<file path="src/hw/rtl/pbrm_pkg.sv">
`timescale 1ns / 1ps

package pbrm_pkg;

  localparam int BLOCK_MAX_DEF = 256;
  localparam int SHIFT_W       = 5;
  localparam logic [SHIFT_W-1:0] SHIFT_RESET = 5'd14;

  localparam logic signed [31:0] PCM_MAX_W = 32'sd32767;
  localparam logic signed [31:0] PCM_MIN_W = -32'sd32768;
  localparam logic signed [15:0] PCM_MAX   = 16'sh7fff;
  localparam logic signed [15:0] PCM_MIN   = 16'sh8000;

  // square of a 16-bit sample is at most 2^30
  localparam int SQ_W   = 31;
  // root datapath: mean fits in SQ_W bits, trial sums need one more
  localparam int ROOT_W = SQ_W + 1;

  typedef enum logic [5:0] {
    ST_IDLE = 6'b000001,
    ST_SQ   = 6'b000010,
    ST_ACC  = 6'b000100,
    ST_DIV  = 6'b001000,
    ST_SQRT = 6'b010000,
    ST_OUT  = 6'b100000
  } state_t;

endpackage

</file>
<file path="src/hw/rtl/pcm_block_rms_meter_top.sv">
`timescale 1ns / 1ps

// Block RMS level meter. Each input beat carries one raw 32-bit microphone
// word; it is shifted right arithmetically by the cfg shift amount, saturated
// to signed 16 bits and returned as out_pcm_sample, and its square is added
// to the block energy. A block closes on in_end_of_block or after BLOCK_MAX
// samples; that beat also carries out_level = floor(sqrt(energy / count)) and
// out_block_samples. One beat is in flight at a time. A sample that does not
// close a block passes through the square, accumulate and output states
// before the next acceptance, and the output state holds while out_stall is
// high; a closing sample also runs EW = 30 + clog2(BLOCK_MAX + 1) divide
// steps and 16 root steps, all run one bit per cycle
// through a single shared compare-and-subtract unit. Write cfg_data only
// while the block is idle.
module pcm_block_rms_meter_top
  import pbrm_pkg::*;
#(
  parameter int BLOCK_MAX = BLOCK_MAX_DEF
) (
  input  logic                clk,
  input  logic                rst_n,
  input  logic                in_valid,
  output logic                in_stall,
  input  logic signed [31:0]  in_raw_word,
  input  logic                in_end_of_block,
  output logic                out_valid,
  input  logic                out_stall,
  output logic signed [15:0]  out_pcm_sample,
  output logic                out_level_valid,
  output logic        [15:0]  out_level,
  output logic        [8:0]   out_block_samples,
  input  logic                cfg_valid,
  output logic                cfg_ready,
  input  logic [SHIFT_W-1:0]  cfg_data
);

  localparam int CW = $clog2(BLOCK_MAX + 1);
  localparam int EW = SQ_W - 1 + CW;
  localparam int IW = $clog2(EW);
  localparam int SW = (CW + 1 > ROOT_W) ? CW + 1 : ROOT_W;
  localparam int XW = ROOT_W - 1;

  state_t               state_r, state_nxt;
  logic [SHIFT_W-1:0]   shift_r, shift_nxt;
  logic [EW-1:0]        energy_r, energy_nxt;
  logic [CW-1:0]        count_r, count_nxt;
  logic                 eob_r, eob_nxt;
  logic [SQ_W-1:0]      sq_r, sq_nxt;
  logic [EW-1:0]        q_r, q_nxt;
  logic [CW-1:0]        rem_r, rem_nxt;
  logic [CW-1:0]        dcnt_r, dcnt_nxt;
  logic [IW-1:0]        iter_r, iter_nxt;
  logic [XW-1:0]        x_r, x_nxt;
  logic [XW-1:0]        root_r, root_nxt;
  logic [XW-1:0]        bit_r, bit_nxt;
  logic signed [15:0]   pcm_r, pcm_nxt;
  logic                 lvl_valid_r, lvl_valid_nxt;
  logic [15:0]          level_r, level_nxt;
  logic [8:0]           bsamp_r, bsamp_nxt;

  logic signed [31:0]   shifted;
  logic signed [15:0]   sat_sample;
  logic signed [31:0]   product;
  logic [EW-1:0]        e_new;
  logic [CW-1:0]        c_new;
  logic                 close;
  logic [CW:0]          trial;
  logic [ROOT_W-1:0]    root_sum;
  logic [XW-1:0]        root_step;
  logic [SW-1:0]        ua, ub;
  logic [SW:0]          diff;
  logic                 ge;

  assign shifted = in_raw_word >>> shift_r;
  assign sat_sample = (shifted > PCM_MAX_W) ? PCM_MAX :
                      (shifted < PCM_MIN_W) ? PCM_MIN : shifted[15:0];

  assign product = 32'(pcm_r) * 32'(pcm_r);

  assign e_new = energy_r + EW'(sq_r);
  assign c_new = count_r + CW'(1);
  assign close = eob_r || (c_new >= CW'(BLOCK_MAX));

  assign trial     = {rem_r, q_r[EW-1]};
  assign root_sum  = {1'b0, root_r} + {1'b0, bit_r};
  assign root_step = XW'((root_r >> 1) + bit_r);

  // shared compare-and-subtract unit
  always_comb begin
    if (state_r == ST_SQRT) begin
      ua = SW'(x_r);
      ub = SW'(root_sum);
    end else begin
      ua = SW'(trial);
      ub = SW'(dcnt_r);
    end
  end

  assign diff = {1'b0, ua} - {1'b0, ub};
  assign ge   = ~diff[SW];

  always_comb begin
    state_nxt     = state_r;
    shift_nxt     = shift_r;
    energy_nxt    = energy_r;
    count_nxt     = count_r;
    eob_nxt       = eob_r;
    sq_nxt        = sq_r;
    q_nxt         = q_r;
    rem_nxt       = rem_r;
    dcnt_nxt      = dcnt_r;
    iter_nxt      = iter_r;
    x_nxt         = x_r;
    root_nxt      = root_r;
    bit_nxt       = bit_r;
    pcm_nxt       = pcm_r;
    lvl_valid_nxt = lvl_valid_r;
    level_nxt     = level_r;
    bsamp_nxt     = bsamp_r;

    if (cfg_valid) begin
      shift_nxt = cfg_data;
    end

    case (state_r)
      ST_IDLE: begin
        if (in_valid) begin
          pcm_nxt   = sat_sample;
          eob_nxt   = in_end_of_block;
          state_nxt = ST_SQ;
        end
      end
      ST_SQ: begin
        sq_nxt    = product[SQ_W-1:0];
        state_nxt = ST_ACC;
      end
      ST_ACC: begin
        if (close) begin
          q_nxt         = e_new;
          rem_nxt       = '0;
          dcnt_nxt      = c_new;
          iter_nxt      = IW'(EW - 1);
          energy_nxt    = '0;
          count_nxt     = '0;
          lvl_valid_nxt = 1'b1;
          bsamp_nxt     = 9'(c_new);
          state_nxt     = ST_DIV;
        end else begin
          energy_nxt    = e_new;
          count_nxt     = c_new;
          lvl_valid_nxt = 1'b0;
          level_nxt     = '0;
          bsamp_nxt     = '0;
          state_nxt     = ST_OUT;
        end
      end
      ST_DIV: begin
        rem_nxt = ge ? diff[CW-1:0] : trial[CW-1:0];
        q_nxt   = {q_r[EW-2:0], ge};
        if (iter_r == '0) begin
          x_nxt     = q_nxt[XW-1:0];
          root_nxt  = '0;
          bit_nxt   = XW'(1) << (XW - 1);
          state_nxt = ST_SQRT;
        end else begin
          iter_nxt = iter_r - IW'(1);
        end
      end
      ST_SQRT: begin
        if (ge) begin
          x_nxt    = diff[XW-1:0];
          root_nxt = root_step;
        end else begin
          root_nxt = root_r >> 1;
        end
        bit_nxt = bit_r >> 2;
        if (bit_r[0]) begin
          level_nxt = root_nxt[15:0];
          state_nxt = ST_OUT;
        end
      end
      ST_OUT: begin
        if (!out_stall) begin
          state_nxt = ST_IDLE;
        end
      end
      default: begin
        state_nxt = ST_IDLE;
      end
    endcase
  end

  always_ff @(posedge clk) begin
    if (!rst_n) begin
      state_r  <= ST_IDLE;
      shift_r  <= SHIFT_RESET;
      energy_r <= '0;
      count_r  <= '0;
    end else begin
      state_r  <= state_nxt;
      shift_r  <= shift_nxt;
      energy_r <= energy_nxt;
      count_r  <= count_nxt;
    end
    eob_r       <= eob_nxt;
    sq_r        <= sq_nxt;
    q_r         <= q_nxt;
    rem_r       <= rem_nxt;
    dcnt_r      <= dcnt_nxt;
    iter_r      <= iter_nxt;
    x_r         <= x_nxt;
    root_r      <= root_nxt;
    bit_r       <= bit_nxt;
    pcm_r       <= pcm_nxt;
    lvl_valid_r <= lvl_valid_nxt;
    level_r     <= level_nxt;
    bsamp_r     <= bsamp_nxt;
  end

  assign in_stall          = (state_r != ST_IDLE);
  assign out_valid         = (state_r == ST_OUT);
  assign out_pcm_sample    = pcm_r;
  assign out_level_valid   = lvl_valid_r;
  assign out_level         = level_r;
  assign out_block_samples = bsamp_r;
  assign cfg_ready         = 1'b1;

  a_accept_excl: assert property (@(posedge clk) disable iff (!rst_n)
    !in_stall |-> !out_valid)
    else $error("input accepted while a result beat is pending");

  a_count_bound: assert property (@(posedge clk) disable iff (!rst_n)
    count_r < CW'(BLOCK_MAX))
    else $error("sample count reached block limit without closing");

  a_open_fields: assert property (@(posedge clk) disable iff (!rst_n)
    (out_valid && !out_level_valid) |-> (out_level == '0 && out_block_samples == '0))
    else $error("level fields set on a beat that does not close a block");

  a_level_bound: assert property (@(posedge clk) disable iff (!rst_n)
    out_valid |-> (out_level <= 16'd32768))
    else $error("level out of range");

endmodule
</file>
<file path="config.mk">
export PLATFORM = sky130hd
export DESIGN_NAME = pcm_block_rms_meter_top
export DESIGN_NICKNAME = d
export VERILOG_FILES = /design/src/hw/rtl/pbrm_pkg.sv /design/src/hw/rtl/pcm_block_rms_meter_top.sv
export SDC_FILE = /design/constraint.sdc
export NUM_CORES = 1
export LEC_CHECK = 0
export BUFFER_PORTS_ARGS = -buffer_cell sky130_fd_sc_hd__buf_4
export CAP_MARGIN = 20
export CORE_MARGIN = 2
export CORE_UTILIZATION = 40
export CTS_BUF_LIST = sky130_fd_sc_hd__clkbuf_2 sky130_fd_sc_hd__clkbuf_4 sky130_fd_sc_hd__clkbuf_8
export DETAILED_ROUTE_END_ITERATION = 7
export GPL_TIMING_DRIVEN = 0
export PLACE_DENSITY = 0.68
export SYNTH_ARGS = -nofsm -noshare
export SYNTH_HDL_FRONTEND = slang
export SYNTH_SLANG_ARGS = --single-unit
</file>
<file path="constraint.sdc">
create_clock -name clk -period 7.5 [get_ports clk]
set_clock_uncertainty 0.2 [all_clocks]
set_input_delay 0.375 -clock clk [delete_from_list [all_inputs] [get_ports clk]]
set_output_delay 0.375 -clock clk [all_outputs]
set_load 0.005 [all_outputs]
</file>
# --- After elaboration in Yosys (flattened, before gate mapping) ---
# Index checks and enable logic that the tools add are counted.
word_totals:
  regBits: 289
  out_inout_bits: 45
op_classes:
  add_sub_neg: 6
  multipliers: 1
  order_cmp: 3
  eq_ne: 15
  shift: 1
  muxes: 31
  n_bitwise: 1
  n_reduce_logical: 13
ops:
  columns: ["cell", "count"]
  rows:
  - ["$mux 31", 6]
  - ["$pmux 31 s2", 3]
  - ["$mux 39", 2]
  - ["$pmux 39 s2", 1]
  - ["$mux 16", 3]
  - ["$mux 6", 7]
  - ["$add 39x31->39", 1]
  - ["$pmux 6 s6", 1]
  - ["$sub 31x32->33", 1]
  - ["$add 31x31->32", 1]
  - ["$gt 32x16->1 const B", 1]
  - ["$lt 32x16->1 const B", 1]
  - ["$mux 32", 1]
  - ["$pmux 16 s2", 1]
  - ["$sshr 32x5->32", 1]
  - ["$add 30x31->31", 1]
  - ["$mul 16x16->31", 1]
  - ["$mux 9", 3]
  - ["$pmux 9 s2", 1]
  - ["$ne 2x2->1 const B", 8]
  - ["$pmux 6 s2", 1]
  - ["$add 9x1->9 const B", 1]
  - ["$ge 9x9->1 const B", 1]
  - ["$reduce_and 3->1", 3]
  - ["other kinds (15)", 20]

# --- Depth between registers and ports, before layout ---
logic_depth:
  ltp_word: 6
  mapped_depth: 26
  ltp_nobuf: 24

# --- Least setup slack after synthesis ---
# OpenSTA, ideal clock, no wires.
synth_path:
  path_type: "register to register"
  from: "reg pcm_r[15], in the netlist out_pcm_sample[15]"
  to: "reg sq_r[30] (data pin)"
  setup_ps: 260
  arrival_time_ps: 6635
  t_required_ps: 7040
  slack_ps: 405
  path_stages_with_launch: 25
  n_path_buf: 2
  path_cell_list: "edfxtp_1 -> clkbuf_1 -> inv_1 -> buf_1 -> nor2_1 -> fa_1 -> inv_1 -> fa_1 -> inv_1 -> fa_1 -> fa_1 -> fa_1 -> inv_1 -> fa_1 -> inv_1 -> ha_1 -> and4_1 -> nand2_1 -> or3_1 -> o311ai_0 -> o311a_1 -> nand4_1 -> nand4b_1 -> a21oi_1 -> xnor2_1"
synth_via:
  elab_chain_cells: 1
synth_rtl:
  columns: ["item", "line", "text"]
  rows:
  - ["start: declaration", "pcm_block_rms_meter_top.sv:56", "logic signed [15:0] pcm_r, pcm_nxt;"]
  - ["start signal: assignment", "pcm_block_rms_meter_top.sv:214", "pcm_r <= pcm_nxt;"]
  - ["$mul 16x16->31", "pcm_block_rms_meter_top.sv:78", "assign product = 32'(pcm_r) * 32'(pcm_r);"]
  - ["named net product[30]", "pcm_block_rms_meter_top.sv:63", "logic signed [31:0] product;"]
  - ["end signal: assignment", "pcm_block_rms_meter_top.sv:206", "sq_r <= sq_nxt;"]
  - ["end: declaration", "pcm_block_rms_meter_top.sv:48", "logic [SQ_W-1:0] sq_r, sq_nxt;"]
# The timed path passes the listed nets, and every way through them passes these cells.
# A chain may end at the register's enable or synchronous reset.

# --- Worst setup path in the final report ---
layout_path:
  from: "reg pcm_r[3], in the netlist out_pcm_sample[3]"
  to: "reg sq_r[23] (data pin)"
# The elaborated chain is that of the path after synthesis.

==> summary.txt <==
Clock network
  • CTS Sinks: 273
  • Root Buffer: clkbuf_8
  • Htree depth: 2
  • Total CTS buffers: 46
  • Clk Latency, worst-skew pair: 0.64 ns
  • Longest Clk Path Bufs: 3
  • CTS clk-pin slew, worst paths: 0.06 ns
  • TritonCTS clock tree: built

Setup path
  • CP Capture Type: flop
  • Delay-heaviest family, CP: adder cells
  • CP Class: flop to flop
  • Slowest stage delay, CP: 0.59 ns
  • CP cell instances: clkbuf_1 -> nand2_1 -> inv_1 -> fa_1 -> inv_1 -> fa_1 -> fa_1 -> fa_1 -> inv_1 -> fa_1 -> inv_1 -> fa_1 -> inv_1 -> ha_1 -> and2_1 -> o311a_1 -> a221oi_1 -> a21oi_1 -> a41oi_1 -> o21ai_1 -> a21o_1 -> a21oi_1 -> xnor2_1
  • CP most frequent cell: fa_1
  • Worst EP arrival: 7.40 ns
  • CP max-delay cell: edfxtp_1
  • Req. time, crit path: 7.65 ns
  • Worst-path maximum fanout: 10
  • Critical Path Start Type: flop
  • Total buffers and inverters traversed by the critical path: 6

Synthesis
  • Async SR Flop Fraction: 0%
  • Mapped cell area: 26600 sq um
  • Sequential fraction of the synthesis area: 28.6%
  • Top-area cell type share of the netlist area: 24.2%
  • Distinct cells, synth: 88
  • Synth area leaders: edfxtp_1 (24%), fa_1 (17%), ha_1 (8.7%)
  • Cells after Synth: 2861
  • Seq cells post-synth: 273
  • Synth area leader: edfxtp_1
  • Mapped Avg Cell Area: 9.29 sq um
  • Post-Syn Nets: 3320
  • Synthesis warning total: 0
  • Number of synthesized flops with an enable pin: 214
  • Ys flop type: edfxtp_1

Layout
  • Share of cells above drive strength 1: 9.91%
  • Most frequent cells in the layout: inv_1 (383), nand2_1 (380), fa_1 (229)
  • Area grow syn2layout: 11.8%
  • Multi-input gate area: 17100 sq um
  • Most common cell after layout, fill and taps aside: inv_1
  • Fillers: 6289
  • Final nets: 3482
  • Flip-flop and latch area: 7610 sq um
  • Final instance area: 29700 sq um

STA
  • Setup TNS: 0 ns
  • Final Cycle Share: 96.7%
  • Final min period: 7.25 ns
  • Final setup fails: 0
  • Fmax: 138 MHz
  • Worst-margin pin slew: 0.951 ns
  • Endpoints failing hold: 0
  • Worst rel slew slack: 36.4%
  • Final Max Tran Viols: 0

Place
  • Hpwl dp: 51900 um
  • Port bufs: 84
  • Area of placed instances: 28400 sq um
  • Final Wtd Congestion: 0.939

Global routing
  • Vias in the first global route: 20600
  • Initial antenna violation count: 1
  • GRT Total Usage: 19.5%
  • Pin count of the biggest net entering global routing: 28
  • Overflow after GRT: 0
  • First-pass GRT wire length: 107000 um

Routing
  • WL final: 65400 um
  • DR vias/cell: 5.20
  • Routed via count: 20400
  • DRT iter0 DRCs: 1347
  • Post-DRT Antenna Nets: 0
  • Remaining DRCs: 0
  • DRT Pass-1 Iters: 7
  • WL per Instance: 16.7 um

Floorplan
  • Starting Density: 40.4%
  • Row count: 94
  • Die Y: 262 um
  • Core Area: 65700 sq um
  • DIE WIDTH: 262 um
  • Total die area: 68500 sq um
  • Ports: 88

Flow run
  • Max_cap viols: 0

Run status
  • Status: complete, no violations

Hold path
  • Hold crit path type: input port to flop
final cells by class:
type / count / area share, %
plain buffers: 117 / 1.76
flip-flops and latches: 273 / 25.6
repair buffers: 117 / 3.27
multi-input cells: 2078 / 57.4
clock buffers: 59 / 2.58
inverters: 390 / 4.94
clock inverters: 25 / 0.825
well taps: 864 / 3.64
diodes: 1 / 0.00842
cell usage after synthesis (45+ instances only):
master / number
a21oi_1: 159
and2_1: 85
clkbuf_1: 85
dfxtp_1: 59
edfxtp_1: 214
fa_1: 231
ha_1: 185
inv_1: 388
mux2i_1: 45
nand2_1: 380
nor2_1: 183
o21ai_0: 116
xnor2_1: 104
xor2_1: 58
stage by stage:
stage | instances | setup slack (ns) | util, % | hold WS, ns
2_1_floorplan | 2861 | 0.405 | - | 0.232
3_3_place_gp | 3809 | -0.961 | 43.0 | 0.246
3_5_place_dp | 3815 | -0.992 | 43.2 | 0.255
4_1_cts | 3914 | 0.00423 | 45.1 | 0.0164
5_1_grt | 3924 | -0.0278 | 45.2 | 0.0606
6_report | 3924 | 0.251 | 45.2 | 0.0405
sequential cells by signal, summed over array words and instances, names as in the netlist:
signal / flops
q_r: 39
out_pcm_sample: 16
shift_r: 5
x_r: 31
bit_r: 16
sq_r: 30
iter_r: 6
out_block_samples: 9
state_r: 6
root_r: 31
energy_r: 39
dcnt_r: 9
rem_r: 9
out_level_valid: 1
count_r: 9
out_level: 16
eob_r: 1
cell families after synthesis:
| kind of cell | count (synthesis) | synth area share (%) |
|---|---|---|
| AO/OA/AOI/OAI | 564 | 13.9 |
| multiplexers | 77 | 3.86 |
| flip-flops | 273 | 28.6 |
| XOR/XNOR | 162 | 5.34 |
| buffers and inverters | 510 | 7.43 |
| adder cells (fa/ha/maj) | 416 | 26.1 |
| AND/OR/NAND/NOR | 858 | 14.7 |
| other | 1 | 0.0141 |
tightest hold or removal path, stage by stage:
cell and delay [ns]:
clkbuf_1 0.18, mux2i_1 0.16, nor2b_1 0.10
what timing repair did:
| action | 4_1_cts | 5_1_grt |
|---|---|---|
| hold buffers | 16 | 0 |
| hold endpoints to repair | 14 | 0 |
| gates resized for setup | 10 | 27 |
| endpoints found under the setup margin | 6 | 6 |
| buffers inserted | 2 | 9 |
| pin swaps | 0 | 2 |
path summary, 6_finish.rpt:
| path | from | to | slack (ns) | cells after the start |
|---|---|---|---|---|
| min | cfg_valid | shift_r[4] | 0.04 | 3 |
| min reg2reg | energy_r[4] | energy_r[4] | 0.28 | 2 |
| max | out_pcm_sample[3] | sq_r[23] | 0.25 | 23 |
| max reg2reg | out_pcm_sample[3] | sq_r[23] | 0.25 | 23 |
layer usage:
layer / vias to the layer above / GRT usage [%] / wire length (um)
li1: 10000 / - / -
met1: 9781 / 25.9 / 29400
met2: 472 / 33.0 / 30900
met3: 109 / 2.57 / 3080
met4: 0 / 6.68 / 2020
met5: - / 0 / 0
Power is left out: the tool's default activity adds up to more than one toggle a clock period on the data nets, which glitch-free logic cannot reach.
